**src/rtl/g7c_pkg.sv**
```systemverilog
// Shared constants, mode codes and lookup tables for the G.711 codec.
`timescale 1ns / 1ps

package g7c_pkg;

    // conversion_mode codes
    localparam logic [2:0] MODE_PCM_TO_ALAW  = 3'd0;
    localparam logic [2:0] MODE_ALAW_TO_PCM  = 3'd1;
    localparam logic [2:0] MODE_PCM_TO_ULAW  = 3'd2;
    localparam logic [2:0] MODE_ULAW_TO_PCM  = 3'd3;
    localparam logic [2:0] MODE_ALAW_TO_ULAW = 3'd4;
    localparam logic [2:0] MODE_ULAW_TO_ALAW = 3'd5;

    localparam logic [6:0]  ALAW_XOR        = 7'h55;
    localparam logic [12:0] ALAW_ZERO_POINT = 13'h1000;
    localparam logic [7:0]  ALAW_ZERO_CODE  = 8'h2A;
    localparam logic [13:0] ULAW_BIAS       = 14'd33;
    localparam logic [13:0] ULAW_CLIP       = 14'd8159;
    localparam logic [13:0] ULAW_SMALL      = 14'd31;

    localparam logic [7:0] MU_TO_A_TAB [128] = '{
        8'd1,   8'd1,   8'd2,   8'd2,   8'd3,   8'd3,   8'd4,   8'd4,
        8'd5,   8'd5,   8'd6,   8'd6,   8'd7,   8'd7,   8'd8,   8'd8,
        8'd9,   8'd10,  8'd11,  8'd12,  8'd13,  8'd14,  8'd15,  8'd16,
        8'd17,  8'd18,  8'd19,  8'd20,  8'd21,  8'd22,  8'd23,  8'd24,
        8'd25,  8'd27,  8'd29,  8'd31,  8'd33,  8'd34,  8'd35,  8'd36,
        8'd37,  8'd38,  8'd39,  8'd40,  8'd41,  8'd42,  8'd43,  8'd44,
        8'd46,  8'd48,  8'd49,  8'd50,  8'd51,  8'd52,  8'd53,  8'd54,
        8'd55,  8'd56,  8'd57,  8'd58,  8'd59,  8'd60,  8'd61,  8'd62,
        8'd64,  8'd65,  8'd66,  8'd67,  8'd68,  8'd69,  8'd70,  8'd71,
        8'd72,  8'd73,  8'd74,  8'd75,  8'd76,  8'd77,  8'd78,  8'd79,
        8'd81,  8'd82,  8'd83,  8'd84,  8'd85,  8'd86,  8'd87,  8'd88,
        8'd89,  8'd90,  8'd91,  8'd92,  8'd93,  8'd94,  8'd95,  8'd96,
        8'd97,  8'd98,  8'd99,  8'd100, 8'd101, 8'd102, 8'd103, 8'd104,
        8'd105, 8'd106, 8'd107, 8'd108, 8'd109, 8'd110, 8'd111, 8'd112,
        8'd113, 8'd114, 8'd115, 8'd116, 8'd117, 8'd118, 8'd119, 8'd120,
        8'd121, 8'd122, 8'd123, 8'd124, 8'd125, 8'd126, 8'd127, 8'd128
    };

    localparam logic [7:0] A_TO_MU_TAB [128] = '{
        8'd1,   8'd3,   8'd5,   8'd7,   8'd9,   8'd11,  8'd13,  8'd15,
        8'd16,  8'd17,  8'd18,  8'd19,  8'd20,  8'd21,  8'd22,  8'd23,
        8'd24,  8'd25,  8'd26,  8'd27,  8'd28,  8'd29,  8'd30,  8'd31,
        8'd32,  8'd32,  8'd33,  8'd33,  8'd34,  8'd34,  8'd35,  8'd35,
        8'd36,  8'd37,  8'd38,  8'd39,  8'd40,  8'd41,  8'd42,  8'd43,
        8'd44,  8'd45,  8'd46,  8'd47,  8'd48,  8'd48,  8'd49,  8'd49,
        8'd50,  8'd51,  8'd52,  8'd53,  8'd54,  8'd55,  8'd56,  8'd57,
        8'd58,  8'd59,  8'd60,  8'd61,  8'd62,  8'd63,  8'd64,  8'd64,
        8'd65,  8'd66,  8'd67,  8'd68,  8'd69,  8'd70,  8'd71,  8'd72,
        8'd73,  8'd74,  8'd75,  8'd76,  8'd77,  8'd78,  8'd79,  8'd79,
        8'd80,  8'd81,  8'd82,  8'd83,  8'd84,  8'd85,  8'd86,  8'd87,
        8'd88,  8'd89,  8'd90,  8'd91,  8'd92,  8'd93,  8'd94,  8'd95,
        8'd96,  8'd97,  8'd98,  8'd99,  8'd100, 8'd101, 8'd102, 8'd103,
        8'd104, 8'd105, 8'd106, 8'd107, 8'd108, 8'd109, 8'd110, 8'd111,
        8'd112, 8'd113, 8'd114, 8'd115, 8'd116, 8'd117, 8'd118, 8'd119,
        8'd120, 8'd121, 8'd122, 8'd123, 8'd124, 8'd125, 8'd126, 8'd127
    };

    function automatic logic [12:0] alaw_base(input logic [2:0] seg);
        logic [12:0] base;
        unique case (seg)
            3'd0: base = 13'd1;
            3'd1: base = 13'd33;
            3'd2: base = 13'd66;
            3'd3: base = 13'd132;
            3'd4: base = 13'd264;
            3'd5: base = 13'd528;
            3'd6: base = 13'd1056;
            3'd7: base = 13'd2112;
        endcase
        return base;
    endfunction

    function automatic logic [13:0] ulaw_base(input logic [2:0] seg);
        logic [13:0] base;
        unique case (seg)
            3'd0: base = 14'd0;
            3'd1: base = 14'd33;
            3'd2: base = 14'd99;
            3'd3: base = 14'd231;
            3'd4: base = 14'd495;
            3'd5: base = 14'd1023;
            3'd6: base = 14'd2079;
            3'd7: base = 14'd4191;
        endcase
        return base;
    endfunction

    // step is a power of two: log2 of it
    function automatic logic [3:0] alaw_shift(input logic [2:0] seg);
        return (seg == 3'd0) ? 4'd1 : {1'b0, seg};
    endfunction

    function automatic logic [3:0] ulaw_shift(input logic [2:0] seg);
        return {1'b0, seg} + 4'd1;
    endfunction

endpackage

```
**src/rtl/g711_companding_codec.sv**
```systemverilog
// Top level of the G.711 companding codec: stream ports, mode register, two-stage pipe.
`timescale 1ns / 1ps

// G.711 codec: each input transaction carries a 16-bit linear sample and a companded
// byte; the mode register (cfg_wr_data, 0..5) selects PCM->A-law, A-law->PCM,
// PCM->u-law, u-law->PCM, A-law->u-law or u-law->A-law, and each input yields one
// output transaction. Modes 6 and 7 give an all-zero result. The datapath is an input
// register, one level of conversion logic and an output register, so a result passes
// through the input register and then the output register before it is offered. A new
// transaction is accepted every cycle while the downstream side keeps up; the output
// register holds a stalled result while the input register still takes one more item.
// Change the mode only while idle.

module g711_companding_codec (
    input  logic        clk,
    input  logic        rst_n,
    input  logic        cfg_wr_en,
    input  logic [2:0]  cfg_wr_data,
    input  logic        s_axis_tvalid,
    output logic        s_axis_tready,
    input  logic [23:0] s_axis_tdata,   // [15:0] pcm_in, [23:16] code_in
    output logic        m_axis_tvalid,
    input  logic        m_axis_tready,
    output logic [23:0] m_axis_tdata    // [15:0] pcm_out, [23:16] code_out
);

    logic [2:0]  mode_reg;
    logic        in_valid_reg;
    logic [15:0] pcm_in_reg;
    logic [7:0]  code_in_reg;
    logic        out_valid_reg;
    logic [15:0] pcm_out_reg;
    logic [7:0]  code_out_reg;
    logic [15:0] pcm_out_next;
    logic [7:0]  code_out_next;
    logic        out_advance;

    logic [7:0]  alaw_code;
    logic [7:0]  ulaw_code;
    logic [15:0] alaw_pcm;
    logic [15:0] ulaw_pcm;
    logic [7:0]  a_to_u;
    logic [7:0]  u_to_a;

    assign out_advance   = !out_valid_reg || m_axis_tready;
    assign s_axis_tready = !in_valid_reg || out_advance;
    assign m_axis_tvalid = out_valid_reg;
    assign m_axis_tdata  = {code_out_reg, pcm_out_reg};

    always_ff @(posedge clk or negedge rst_n)
    begin
        if (!rst_n)
            mode_reg <= g7c_pkg::MODE_PCM_TO_ALAW;
        else if (cfg_wr_en)
            mode_reg <= cfg_wr_data;
    end

    always_ff @(posedge clk or negedge rst_n)
    begin
        if (!rst_n)
        begin
            in_valid_reg  <= 1'b0;
            out_valid_reg <= 1'b0;
        end
        else
        begin
            if (s_axis_tready)
                in_valid_reg <= s_axis_tvalid;
            if (out_advance)
                out_valid_reg <= in_valid_reg;
        end
    end

    always_ff @(posedge clk)
    begin
        if (s_axis_tvalid && s_axis_tready)
        begin
            pcm_in_reg  <= s_axis_tdata[15:0];
            code_in_reg <= s_axis_tdata[23:16];
        end
        if (in_valid_reg && out_advance)
        begin
            pcm_out_reg  <= pcm_out_next;
            code_out_reg <= code_out_next;
        end
    end

    g7c_alaw_enc u_alaw_enc (
        .pcm  (pcm_in_reg),
        .code (alaw_code)
    );

    g7c_ulaw_enc u_ulaw_enc (
        .pcm  (pcm_in_reg),
        .code (ulaw_code)
    );

    g7c_decode u_decode (
        .code     (code_in_reg),
        .alaw_pcm (alaw_pcm),
        .ulaw_pcm (ulaw_pcm)
    );

    g7c_transcode u_transcode (
        .code   (code_in_reg),
        .a_to_u (a_to_u),
        .u_to_a (u_to_a)
    );

    always_comb
    begin
        pcm_out_next  = 16'd0;
        code_out_next = 8'd0;
        unique case (mode_reg)
            g7c_pkg::MODE_PCM_TO_ALAW:  code_out_next = alaw_code;
            g7c_pkg::MODE_ALAW_TO_PCM:  pcm_out_next  = alaw_pcm;
            g7c_pkg::MODE_PCM_TO_ULAW:  code_out_next = ulaw_code;
            g7c_pkg::MODE_ULAW_TO_PCM:  pcm_out_next  = ulaw_pcm;
            g7c_pkg::MODE_ALAW_TO_ULAW: code_out_next = a_to_u;
            g7c_pkg::MODE_ULAW_TO_ALAW: code_out_next = u_to_a;
            default:
            begin
                pcm_out_next  = 16'd0;
                code_out_next = 8'd0;
            end
        endcase
    end

    // a result never carries both a sample and a code
    assert property (@(posedge clk) disable iff (!rst_n)
        m_axis_tvalid |-> (pcm_out_reg == 16'd0 || code_out_reg == 8'd0))
        else $error("result has both pcm_out and code_out set");

    assert property (@(posedge clk) disable iff (!rst_n)
        (s_axis_tvalid && s_axis_tready) |=> in_valid_reg)
        else $error("accepted transaction lost at input register");

    assert property (@(posedge clk) disable iff (!rst_n)
        (in_valid_reg && out_advance) |=> out_valid_reg)
        else $error("converted transaction lost at output register");

    assert property (@(posedge clk) disable iff (!rst_n)
        !out_valid_reg |-> s_axis_tready)
        else $error("input stalled with empty output register");

endmodule

```
**src/rtl/g7c_alaw_enc.sv**
```systemverilog
// A-law encoder: 16-bit linear sample to companded byte.
`timescale 1ns / 1ps

module g7c_alaw_enc (
    input  logic [15:0] pcm,
    output logic [7:0]  code
);

    logic [12:0] v;
    logic [12:0] mag;
    logic [6:0]  low;

    always_comb
    begin
        v   = pcm[15:3];
        mag = v[12] ? (13'd0 - v) : v;
        priority if (mag[11]) low = {3'd7, mag[10:7]};
        else if (mag[10])     low = {3'd6, mag[9:6]};
        else if (mag[9])      low = {3'd5, mag[8:5]};
        else if (mag[8])      low = {3'd4, mag[7:4]};
        else if (mag[7])      low = {3'd3, mag[6:3]};
        else if (mag[6])      low = {3'd2, mag[5:2]};
        else                  low = {2'b00, mag[5:1]};
        // most negative truncated value has no positive twin
        if (v == g7c_pkg::ALAW_ZERO_POINT)
            code = g7c_pkg::ALAW_ZERO_CODE;
        else
            code = {~v[12], low ^ g7c_pkg::ALAW_XOR};
    end

endmodule

```
**src/rtl/g7c_ulaw_enc.sv**
```systemverilog
// u-law encoder: 16-bit linear sample to companded byte.
`timescale 1ns / 1ps

module g7c_ulaw_enc (
    input  logic [15:0] pcm,
    output logic [7:0]  code
);

    logic [13:0] v;
    logic [13:0] mag;
    logic [13:0] biased;
    logic [4:0]  small_m1;
    logic [6:0]  low;

    always_comb
    begin
        v        = pcm[15:2];
        mag      = v[13] ? (14'd0 - v) : v;
        biased   = mag + g7c_pkg::ULAW_BIAS;
        small_m1 = mag[4:0] - 5'd1;
        priority if (mag < g7c_pkg::ULAW_SMALL)
            low = (mag == 14'd0) ? 7'd0 : {3'd0, small_m1[4:1] + 4'd1};
        else if (mag >= g7c_pkg::ULAW_CLIP) low = 7'h7F;
        else if (biased[12])                low = {3'd7, biased[11:8]};
        else if (biased[11])                low = {3'd6, biased[10:7]};
        else if (biased[10])                low = {3'd5, biased[9:6]};
        else if (biased[9])                 low = {3'd4, biased[8:5]};
        else if (biased[8])                 low = {3'd3, biased[7:4]};
        else if (biased[7])                 low = {3'd2, biased[6:3]};
        else                                low = {3'd1, biased[5:2]};
        code = ~{v[13], low};
    end

endmodule

```
**src/rtl/g7c_decode.sv**
```systemverilog
// A-law and u-law decoders: companded byte to 16-bit linear sample.
`timescale 1ns / 1ps

module g7c_decode (
    input  logic [7:0]  code,
    output logic [15:0] alaw_pcm,
    output logic [15:0] ulaw_pcm
);

    logic [6:0]  t;
    logic [12:0] a_mag;
    logic [7:0]  u;
    logic [13:0] u_mag;

    always_comb
    begin
        t        = code[6:0] ^ g7c_pkg::ALAW_XOR;
        a_mag    = g7c_pkg::alaw_base(t[6:4])
                 + (13'(t[3:0]) << g7c_pkg::alaw_shift(t[6:4]));
        alaw_pcm = {(code[7] ? a_mag : (13'd0 - a_mag)), 3'b000};

        u        = ~code;
        u_mag    = g7c_pkg::ulaw_base(u[6:4])
                 + (14'(u[3:0]) << g7c_pkg::ulaw_shift(u[6:4]));
        ulaw_pcm = {(u[7] ? (14'd0 - u_mag) : u_mag), 2'b00};
    end

endmodule

```
**src/rtl/g7c_transcode.sv**
```systemverilog
// A-law <-> u-law transcoding through the two fixed tables.
`timescale 1ns / 1ps

module g7c_transcode (
    input  logic [7:0] code,
    output logic [7:0] a_to_u,
    output logic [7:0] u_to_a
);

    logic [7:0] mu_val;
    logic [7:0] a_val;

    always_comb
    begin
        mu_val = g7c_pkg::A_TO_MU_TAB[code[6:0] ^ g7c_pkg::ALAW_XOR];
        a_to_u = {code[7], ~mu_val[6:0]};
        a_val  = g7c_pkg::MU_TO_A_TAB[~code[6:0]] - 8'd1;
        u_to_a = {code[7], a_val[6:0] ^ g7c_pkg::ALAW_XOR};
    end

endmodule
```
**config.mk**
```make
export PLATFORM = sky130hd
export DESIGN_NAME = g711_companding_codec
export DESIGN_NICKNAME = d
export VERILOG_FILES = /design/src/rtl/g7c_pkg.sv /design/src/rtl/g711_companding_codec.sv /design/src/rtl/g7c_alaw_enc.sv /design/src/rtl/g7c_ulaw_enc.sv /design/src/rtl/g7c_decode.sv /design/src/rtl/g7c_transcode.sv
export SDC_FILE = /design/constraint.sdc
export NUM_CORES = 1
export LEC_CHECK = 0
export BUFFER_PORTS_ARGS = -buffer_cell sky130_fd_sc_hd__buf_4
export CAP_MARGIN = 20
export CORE_UTILIZATION = 61
export DETAILED_ROUTE_END_ITERATION = 10
export GPL_TIMING_DRIVEN = 0
export PLACE_DENSITY = 0.91
export SLEW_MARGIN = 20
export SYNTH_ARGS = -nofsm -noshare
export SYNTH_HDL_FRONTEND = slang
export SYNTH_SLANG_ARGS = --single-unit
```
**constraint.sdc**
```tcl
create_clock -name clk -period 13.35 [get_ports clk]
set_clock_uncertainty 0.15 [all_clocks]
set_input_delay 1.335 -clock clk [delete_from_list [all_inputs] [get_ports clk]]
set_output_delay 1.335 -clock clk [all_outputs]
set_load 0.01 [all_outputs]
```
# After elaboration in Yosys (flattened, before gate mapping)
# Memory sizes are Yosys's and may differ from the RTL's.
# Index checks and enable logic that the tools add are counted.
# W data, S select, Z words.
[totals] reg_bits=53 romBits=2240 in_bits=32 out_inout_bits=26 elab_cells=80 n_memories=4
[memory_table] memory="(name not given)" words=128 word_bits=8 rd=1 rd_clocked_by_memory_dff=0 wr=0 line="g7c_transcode.sv:15" rtl="mu_val = g7c_pkg::A_TO_MU_TAB[code[6:0] ^ g7c_pkg::ALAW_XOR];"
[memory_table] memory="(name not given)" words=128 word_bits=8 rd=1 rd_clocked_by_memory_dff=0 wr=0 line="g7c_transcode.sv:17" rtl="a_val = g7c_pkg::MU_TO_A_TAB[~code[6:0]] - 8'd1;"
[memory_table] memory="(name not given)" words=8 word_bits=12 rd=1 rd_clocked_by_memory_dff=0 wr=0 line="g7c_pkg.sv:61" rtl="unique case (seg)"
[memory_table] memory="(name not given)" words=8 word_bits=12 rd=1 rd_clocked_by_memory_dff=0 wr=0 line="g7c_pkg.sv:76" rtl="unique case (seg)"
[op_classes] add_sub_neg=11 n_lt_le_gt_ge=4 n_eq_ne=6 shift=2 n_mux=27 bitwise_logic=10 n_reduce_logical=9
[ops] operator="$mux W7" count=16
[ops] operator="$pmux W16 S2" count=1
[ops] operator="$pmux W8 S4" count=1
[ops] operator="$mux W14" count=2
[ops] operator="$sub A1 B14 Y14 const A" count=2
[ops] operator="$ge A8 B8 Y1 const B" count=2
[ops] operator="$not A7 Y8" count=2
[ops] operator="$not A8 Y8" count=2
[ops] operator="$add A14 B14 Y14" count=1
[ops] operator="$ge A14 B13 Y1 const B" count=1
[ops] operator="$logic_not A14 Y1" count=1
[ops] operator="$lt A14 B5 Y1 const B" count=1
[ops] operator="$not A7 Y7" count=2
[ops] operator="$shl A4 B4 Y14" count=1
[ops] operator="$add A13 B13 Y13" count=1
[ops] operator="$add A13 B6 Y13 const B" count=1
[ops] operator="$eq A13 B13 Y1 const B" count=1
[ops] operator="$mux W13" count=1
[ops] operator="$shl A4 B4 Y13" count=1
[ops] operator="$sub A1 B13 Y13 const A" count=1
[ops] operator="$mux W12" count=1
[ops] operator="$mux W6" count=2
[ops] operator="$not A4 Y4" count=3
[ops] operator="$sub A1 B12 Y12 const A" count=1
[ops] operator="15 further kinds" count=21

# Depth between registers and ports, before layout
# Gate-level depths: netlist of the first run.
[depth] depth_word=13 ltp_mapped=21

# Cells and area by module
# A second synthesis of the first run with hierarchy kept.
[unflattened] cells_unflattened=1005 hier_area_um2=8356.8
[by_module_without_submodules] mod="g7c_decode" n_inst=1 cells_each=354 area_each_um2=2438.6 seq_area_each_um2=0.0
[by_module_without_submodules] mod="g711_companding_codec" n_inst=1 cells_each=138 area_each_um2=2262.2 seq_area_each_um2=1566.5
[by_module_without_submodules] mod="g7c_ulaw_enc" n_inst=1 cells_each=246 area_each_um2=1676.6 seq_area_each_um2=0.0
[by_module_without_submodules] mod="g7c_transcode" n_inst=1 cells_each=158 area_each_um2=1197.4 seq_area_each_um2=0.0
[by_module_without_submodules] mod="g7c_alaw_enc" n_inst=1 cells_each=109 area_each_um2=782.0 seq_area_each_um2=0.0

# Worst setup path before layout of the first run
# Ideal clock, no wire load.
[synth_timing] path_type="register to register" start="register code_in_reg[4]" end="register pcm_out_reg[14], data pin" t_arrival_ps=4686 t_required_ps=12926 slack_ps=8240 path_stages_with_launch=21 path_buffers=3 period_less_slack_ps=5110 path_cell_list="edfxtp_1 > clkbuf_1 > inv_1 > clkbuf_1 > ha_1 > ha_1 > clkbuf_1 > mux2_2 > nand2_1 > o31ai_1 > and2_1 > ha_1 > o21ai_0 > o2111ai_1 > o311ai_0 > nor4_1 > nand2_1 > nor4b_1 > a31oi_1 > xor2_1 > o22ai_1"
[synth_between] elab_chain_cells=8 elab_cells_between_ends=16 cone_classes="add/sub (5); shift (2); mux (4); bitwise (2); reduce/logical (1); memory (2)"
[synth_rtl] element="from (decl)" line="g711_companding_codec.sv:30" rtl="logic [7:0] code_in_reg;"
[synth_rtl] element="from (signal assigned)" line="g711_companding_codec.sv:79" rtl="code_in_reg <= s_axis_tdata[23:16];"
[synth_rtl] element="parallel branches: the longest is 7 deep, another holds $add A14 B14 Y14"
[synth_rtl] element="$pmux W16 S2 (*)" line="g711_companding_codec.sv:114" rtl="unique case (mode_reg)"
[synth_rtl] element="via pcm_out_next[14]" line="g711_companding_codec.sv:34" rtl="logic [15:0] pcm_out_next;"
[synth_rtl] element="to (signal assigned)" line="g711_companding_codec.sv:83" rtl="pcm_out_reg <= pcm_out_next;"
[synth_rtl] element="to (decl)" line="g711_companding_codec.sv:32" rtl="logic [15:0] pcm_out_reg;"
# Mark *: on every way through the listed nets, which the timed path passes.
# A chain may end at the register's enable or synchronous reset.

# Final worst setup path of the first run
# Ends and elaborated chain as after synthesis.

==> impl_metrics.csv, run 1 <==
group,metric,value,unit
run_status,status,"completed",
clocking,path_clk_slew,0.08,ns
placement,io_buffer_count,53,
clocking,clock_latency,0.31,ns
critical_path,arrival,6.15,ns
cells_and_area,areaGrowthSynthToFinish,10.3,%
critical_path,critPathTopFamily,"buffers and inverters",
critical_path,slowest_delay,0.61,ns
power_and_ir_drop,p_int,0.386,mW
timing,fin_crit_sh,0.468,
clocking,ctsRootBufferMaster,"clkbuf_16",
power_and_ir_drop,power.density,86.3,nW/µm²
placement,hpwl,15400,µm
die,dieArea,12000,µm²
timing,tightest_slew,1.00,ns
cells_and_area,fin_nets,1057,
critical_path,critPathCaptureType,"register",
yosys,syn-cell-area,7060,µm²
power_and_ir_drop,power.share.sequential,0.290,
global_routing,grt_pass1_wl,32800,µm
clocking,numClockSinks,49,
clocking,htreeDepth,2,
yosys,synth-seq-cells,49,
global_routing,globalRoute.totalOverflow,0,
power_and_ir_drop,p_leak,3.00,nW
routing,vias_per_cell,6.74,
clocking,cts_resized,0,
power_and_ir_drop,clkPwrFrac,0.205,
routing,wirelength,20200,µm
routing,firstDrtPassIters,6,
critical_path,slowest_stage,"edfxtp_1",
die,io_pins,58,
yosys,async_flop_share,0.102,
clocking,numCtsBuffers,5,
timing,relSlewSlack,0.331,
global_routing,grt.total_usage,0.346,
clocking,holdBufCountCts,0,
worst_hold_path,hold_class,"reg2reg",
timing,rsz0062_at_grt,"false",
critical_path,crit_chain,"clkbuf_1, inv_1, clkbuf_1, ha_1, ha_1, clkbuf_1, mux2_2, nand2_1, o31ai_1, and2_1, ha_1, o21ai_0, o2111ai_1, o311ai_0, nor4_1, nand2_1, nor4b_1, a31oi_1, xor2_1, o22ai_1",
clocking,cts_tree,"done",
yosys,ys.flop_type,"edfxtp_1",
routing,vias,7458,
timing,setup-tns-final,0,ns
global_routing,antenna_found_initial,0,
timing,final.min_clock_period,6.25,ns
routing,first_iter_violations,1051,
die,start_util,0.638,
die,coreArea,11100,µm²
global_routing,grt_pass1_vias,6726,
power_and_ir_drop,vdd_ir_drop_max,111,µV
critical_path,crit_fanout,13,
timing,setup-violations-final,0,
yosys,ys_warn_count,0,
power_and_ir_drop,p_total,0.672,mW
critical_path,ff2ff_path_depth,20,
timing,slew_viol_final,0,
yosys,synthDistinctLibCells,87,
critical_path,r2r_slack,7.10,ns
worst_hold_path,min_to,"m_axis_tvalid$_DFFE_PN0P_",
critical_path,r2r-end,"pcm_out_reg[14]$_DFFE_PP_",
timing,max_freq,160,MHz
clocking,postCtsSetupBuffers,0,
timing,final_hold_viol_count,0,
critical_path,path_class,"reg2reg",
global_routing,grt_max_degree,23,
critical_path,cp_num_buf_inv,4,
die,die_w,110,µm
yosys,syn_avg_cell_area,7.81,µm²
clocking,cts_buffer_depth,2,
yosys,netlist_instances,904,
yosys,synth-seq-area-share,0.205,
critical_path,critical_path_required,13.25,ns
placement,routabilityCongestion,1.00,
routing,drcViolationCount,0,
cells_and_area,layout-drive-gt1-share,0.0952,
critical_path,startpoint_type,"register",
critical_path,r2r-start,"code_in_reg[4]$_DFFE_PP_",
routing,wl_per_cell,18.3,µm
worst_hold_path,hp-start,"in_valid_reg$_DFFE_PN0N_",
yosys,synth_edf_count,44,
cells_and_area,antennaDiodeCount,0,
flow_run,maxCapViolCount,0,
routing,antenna_left,0,
die,die_h,110,µm
power_and_ir_drop,p_comb_frac,0.505,
power_and_ir_drop,power_switching,0.286,mW
cells_and_area,nFillCells,932,
power_and_ir_drop,netSwitchingFraction,0.426,
worst_hold_path,hold_depth,1,
die,row_count,38,
-- synthesized netlist by cell type (5+ instances only) --
cell type	n	share of area
ha_1	58	0.10
xor2_1	39	0.048
a211oi_1	13	0.014
and2_1	11	0.0097
nor2b_1	14	0.012
mux2_2	5	0.0080
a21oi_1	53	0.038
nor2_1	81	0.043
clkbuf_1	37	0.020
nand4_1	7	0.0062
o22ai_1	18	0.016
nand3_1	33	0.023
inv_1	44	0.023
a21o_1	6	0.0064
nor3b_1	10	0.011
nor3_1	27	0.019
o2111ai_1	8	0.0099
o21ai_0	62	0.044
a21boi_0	7	0.0074
nand2_1	65	0.035
edfxtp_1	44	0.19
o31ai_1	12	0.013
xnor2_1	49	0.061
a311oi_1	6	0.0074
a221oi_1	6	0.0074
mux2i_1	5	0.0071
o211ai_1	18	0.019
or4_1	6	0.0064
o21a_1	5	0.0053
nand3b_1	8	0.0085
nand2b_1	15	0.013
buf_2	5	0.0035
nor4_1	8	0.0071
o311ai_0	7	0.0087
dfrtp_1	5	0.018
a31oi_1	18	0.016
-- layer usage --
layer  track usage  share of wire  vias to the layer above
met5             0              0                        -
met4        0.0990          0.018                        0
met3        0.0901           0.11                       39
met2         0.530           0.44                      472
met1         0.479           0.43                     3436
li1              -              -                     3511
-- final cells by class --
| type | instances | area (µm²) | area share |
|---|---|---|---|
| Inverter | 44 | 165 | 0.0212 |
| Clock inverter | 3 | 26.3 | 0.00337 |
| Buffer | 50 | 218 | 0.0279 |
| Tap cell | 140 | 175 | 0.0225 |
| Timing Repair Buffer | 53 | 398 | 0.0511 |
| Multi-Input combinational cell | 762 | 5240 | 0.672 |
| Sequential cell | 49 | 1450 | 0.186 |
| Clock buffer | 5 | 125 | 0.0161 |
-- per-stage QoR --
stage / hold WS [ns] / utilization / instance area (µm²) / instances / setup slack, ns
floorplan: 0.299 / - / 7070 / 905 / 8.24
global placement: 0.320 / 0.690 / 7640 / 1098 / 7.44
detailed placement: 0.346 / 0.690 / 7640 / 1098 / 7.25
CTS: 0.367 / 0.703 / 7790 / 1106 / 7.21
global route: 0.389 / 0.704 / 7790 / 1106 / 6.67
finish: 0.366 / 0.704 / 7790 / 1106 / 7.10
-- power groups by stage --
| stage | combinational [mW] | clock, mW | sequential, mW |
|---|---|---|---|
| global route | 0.370 | 0.144 | 0.197 |
| floorplan | 0.239 | 0 | 0.200 |
| global placement | 0.318 | 0 | 0.197 |
| detailed placement | 0.327 | 0 | 0.199 |
| CTS | 0.329 | 0.138 | 0.195 |
| finish | 0.339 | 0.138 | 0.195 |
-- cells in the final DEF, fill, tap and decap left out, types with 18 or more instances in the layout --
master,n
edfxtp_1,44
o22ai_1,18
clkbuf_1,37
nand3_1,33
xnor2_1,49
buf_4,55
a31oi_1,18
o211ai_1,18
nand2_1,65
ha_1,58
o21ai_0,62
nor3_1,27
xor2_1,39
a21oi_1,53
inv_1,44
nor2_1,81
-- worst max path at each step --
stage	from	to	slack, ns	depth (start not counted)
after floorplan	code_in_reg[4]$_DFFE_PP_	pcm_out_reg[14]$_DFFE_PP_	8.24	20
after global placement	code_in_reg[4]$_DFFE_PP_	pcm_out_reg[14]$_DFFE_PP_	7.44	20
after detailed placement	code_in_reg[4]$_DFFE_PP_	pcm_out_reg[14]$_DFFE_PP_	7.25	20
after CTS	code_in_reg[4]$_DFFE_PP_	pcm_out_reg[14]$_DFFE_PP_	7.21	20
after global routing	code_in_reg[4]$_DFFE_PP_	pcm_out_reg[14]$_DFFE_PP_	6.67	20
final	code_in_reg[4]$_DFFE_PP_	pcm_out_reg[14]$_DFFE_PP_	7.10	20
-- cells by family after synthesis --
logic type                 count (synthesis)  share of synthesized area
DFF                                       49                      0.205
other                                      1                   0.000531
muxes                                     11                     0.0182
buffers and inverters                     94                     0.0542
and+or+nand+nor                          312                      0.227
adders and majority gates                 60                      0.108
xor gates and xnor gates                  89                      0.111
AOI/OAI and AO/OA                        288                      0.276
(Power assumes the default switching activity.)
==> run 2, diff against run 1 <==
- clock period: 13.35 -> 6.3 ns (I/O delays scaled with it)
==> run 2 against run 1 <==
Compared with the run above: final area increased by 0.26%; clock power rose by 110%; flip-flop and latch count unchanged; global-route usage about the same; critical endpoint unchanged; largest cell class unchanged.
==> impl_metrics.csv, run 2 (synthesis results as in run 1) <==
group,metric,value,unit
timing,final.min_clock_period,5.89,ns
timing,setup-tns-final,0,ns
power_and_ir_drop,netSwitchingFraction,0.426,
power_and_ir_drop,clkPwrFrac,0.205,
critical_path,slowest_delay,0.47,ns
routing,vias,7534,
critical_path,r2r_slack,0.41,ns
routing,antenna_left,0,
global_routing,grt_pass1_wl,32800,µm
critical_path,crit_chain,"clkbuf_1, inv_1, clkbuf_1, ha_1, ha_1, clkbuf_2, mux2_2, nand2_1, o31ai_1, and2_1, ha_1, o21ai_0, o2111ai_1, o311ai_0, nor4_1, nand2_1, nor4b_1, a31oi_1, xor2_1, o22ai_1",
timing,setup-violations-final,0,
timing,slew_viol_final,0,
critical_path,r2r-start,"code_in_reg[4]$_DFFE_PP_",
critical_path,crit_fanout,13,
worst_hold_path,hold_class,"in2reg",
die,die_w,110,µm
critical_path,critPathCaptureType,"register",
placement,routabilityCongestion,1.00,
die,coreArea,11100,µm²
cells_and_area,areaGrowthSynthToFinish,10.6,%
timing,final_hold_viol_count,0,
critical_path,r2r-end,"pcm_out_reg[14]$_DFFE_PP_",
clocking,htreeDepth,2,
timing,relSlewSlack,0.331,
power_and_ir_drop,p_comb_frac,0.506,
die,dieArea,12000,µm²
cells_and_area,final_cells,1108,
timing,layout_setup_ws,0.410,ns
critical_path,startpoint_type,"register",
routing,wl_per_cell,18.3,µm
power_and_ir_drop,vdd_ir_drop_max,235,µV
timing,max_freq,170,MHz
cells_and_area,layout-drive-gt1-share,0.0981,
placement,dp_slack,0.196,ns
cells_and_area,fin_nets,1059,
critical_path,path_class,"reg2reg",
placement,io_buffer_count,53,
timing,rsz0062_at_grt,"false",
critical_path,ff2ff_path_depth,20,
cells_and_area,mostFrequentLayoutCell,"nor2_1",
die,io_pins,58,
clocking,path_clk_slew,0.08,ns
global_routing,antenna_found_initial,0,
routing,first_iter_violations,979,
routing,firstDrtPassIters,7,
flow_run,maxCapViolCount,0,
cells_and_area,multi_input_area,5240,µm²
clocking,numCtsBuffers,5,
power_and_ir_drop,power.density,183,nW/µm²
critical_path,slowest_stage,"nor4b_1",
critical_path,cp_num_buf_inv,4,
critical_path,critPathTopFamily,"simple AND/OR/NAND/NOR gates",
worst_hold_path,hp-start,"s_axis_tdata[21]",
routing,vias_per_cell,6.80,
power_and_ir_drop,power_switching,0.608,mW
clocking,cts_buffer_depth,2,
placement,hpwl,15400,µm
cells_and_area,most-common-layout-cells,"nor2_1 (81), nand2_1 (65), o21ai_0 (62)",
routing,drcViolationCount,0,
global_routing,grt_max_degree,23,
clocking,clock_latency,0.31,ns
run_status,status,"completed",
die,row_count,38,
global_routing,globalRoute.totalOverflow,0,
cells_and_area,regArea,1450,µm²
timing,holdWs,0.335,ns
global_routing,grt.total_usage,0.347,
cells_and_area,nFillCells,926,
routing,wirelength,20300,µm
cells_and_area,antennaDiodeCount,0,
clocking,ctsRootBufferMaster,"clkbuf_16",
power_and_ir_drop,p_leak,3.02,nW
global_routing,grt_pass1_vias,6740,
critical_path,critical_path_required,6.20,ns
worst_hold_path,min_to,"code_in_reg[5]$_DFFE_PP_",
die,start_util,0.638,
timing,tightest_slew,1.00,ns
clocking,numClockSinks,49,
die,die_h,110,µm
critical_path,critPathMostFrequentCell,"ha_1",
power_and_ir_drop,power.share.sequential,0.289,
worst_hold_path,hold_depth,1,
critical_path,arrival,5.79,ns
power_and_ir_drop,p_int,0.819,mW
timing,fin_crit_sh,0.935,
placement,dp_cells,1098,
clocking,cts_tree,"done",
## run 2: cell count changes in the layout (fill, tap and decap cells not counted)
cell and delta:
buf_4 +1, clkbuf_1 -2, dlygate4sd3_1 +1, clkbuf_2 +2
## run 2: worst register-to-register path, stage by stage (launching register included)
cell	delay (ns)
edfxtp_1	0.38
clkbuf_1	0.33
inv_1	0.20
clkbuf_1	0.37
ha_1	0.37
ha_1	0.34
clkbuf_2	0.23
mux2_2	0.38
nand2_1	0.07
o31ai_1	0.07
and2_1	0.17
ha_1	0.37
o21ai_0	0.17
o2111ai_1	0.20
o311ai_0	0.24
nor4_1	0.46
nand2_1	0.13
nor4b_1	0.47
a31oi_1	0.18
xor2_1	0.22
o22ai_1	0.10
## run 2: timing repair
item	4_1_cts	5_1_grt
endpoints found under the hold margin	5	0
setup endpoints to repair	0	4
hold buffers	1	0
buffers inserted	0	1
resized for setup	0	4
## run 2: worst max-delay path by stage
stage                              from                         to  slack [ns]  cells past startpoint
6_report       code_in_reg[4]$_DFFE_PP_  pcm_out_reg[14]$_DFFE_PP_        0.41                     20
5_1_grt        code_in_reg[4]$_DFFE_PP_  pcm_out_reg[14]$_DFFE_PP_       0.004                     20
4_1_cts        code_in_reg[4]$_DFFE_PP_  pcm_out_reg[14]$_DFFE_PP_        0.16                     20
3_5_place_dp   code_in_reg[4]$_DFFE_PP_  pcm_out_reg[14]$_DFFE_PP_        0.20                     20
3_3_place_gp   code_in_reg[4]$_DFFE_PP_  pcm_out_reg[14]$_DFFE_PP_        0.39                     20
2_1_floorplan  code_in_reg[4]$_DFFE_PP_  pcm_out_reg[14]$_DFFE_PP_        1.19                     20
## run 2: cell type report
cell class,count,share of cell area
sequential,49,0.185
tap,140,0.0224
buffer,50,0.0282
timing repair buffer,55,0.0532
multi-input combinational,762,0.671
clock inverter,3,0.00336
clock buffer,5,0.0160
inverter,44,0.0211
## run 2: routing by layer
metal / GRT usage / vias up / part of all wire
met1: 0.479 / 3465 / 0.42
met4: 0.0990 / 0 / 0.020
met2: 0.531 / 502 / 0.44
met3: 0.0901 / 54 / 0.12
li1: - / 3513 / -
met5: 0 / - / 0
## run 2: power groups by stage
stage / clock network (mW) / logic (mW) / registers [mW]
3_5_place_dp: 0 / 0.692 / 0.421
4_1_cts: 0.292 / 0.698 / 0.414
5_1_grt: 0.305 / 0.787 / 0.417
6_report: 0.292 / 0.722 / 0.412
3_3_place_gp: 0 / 0.673 / 0.418
2_1_floorplan: 0 / 0.506 / 0.424
## run 2: per-stage QoR
step | area (µm²) | util | power (mW)
global route | 7810 | 0.705 | 1.51
CTS | 7800 | 0.704 | 1.40
finish | 7810 | 0.705 | 1.43
floorplan | 7070 | - | 0.929
detailed placement | 7640 | 0.690 | 1.11
global placement | 7640 | 0.690 | 1.09
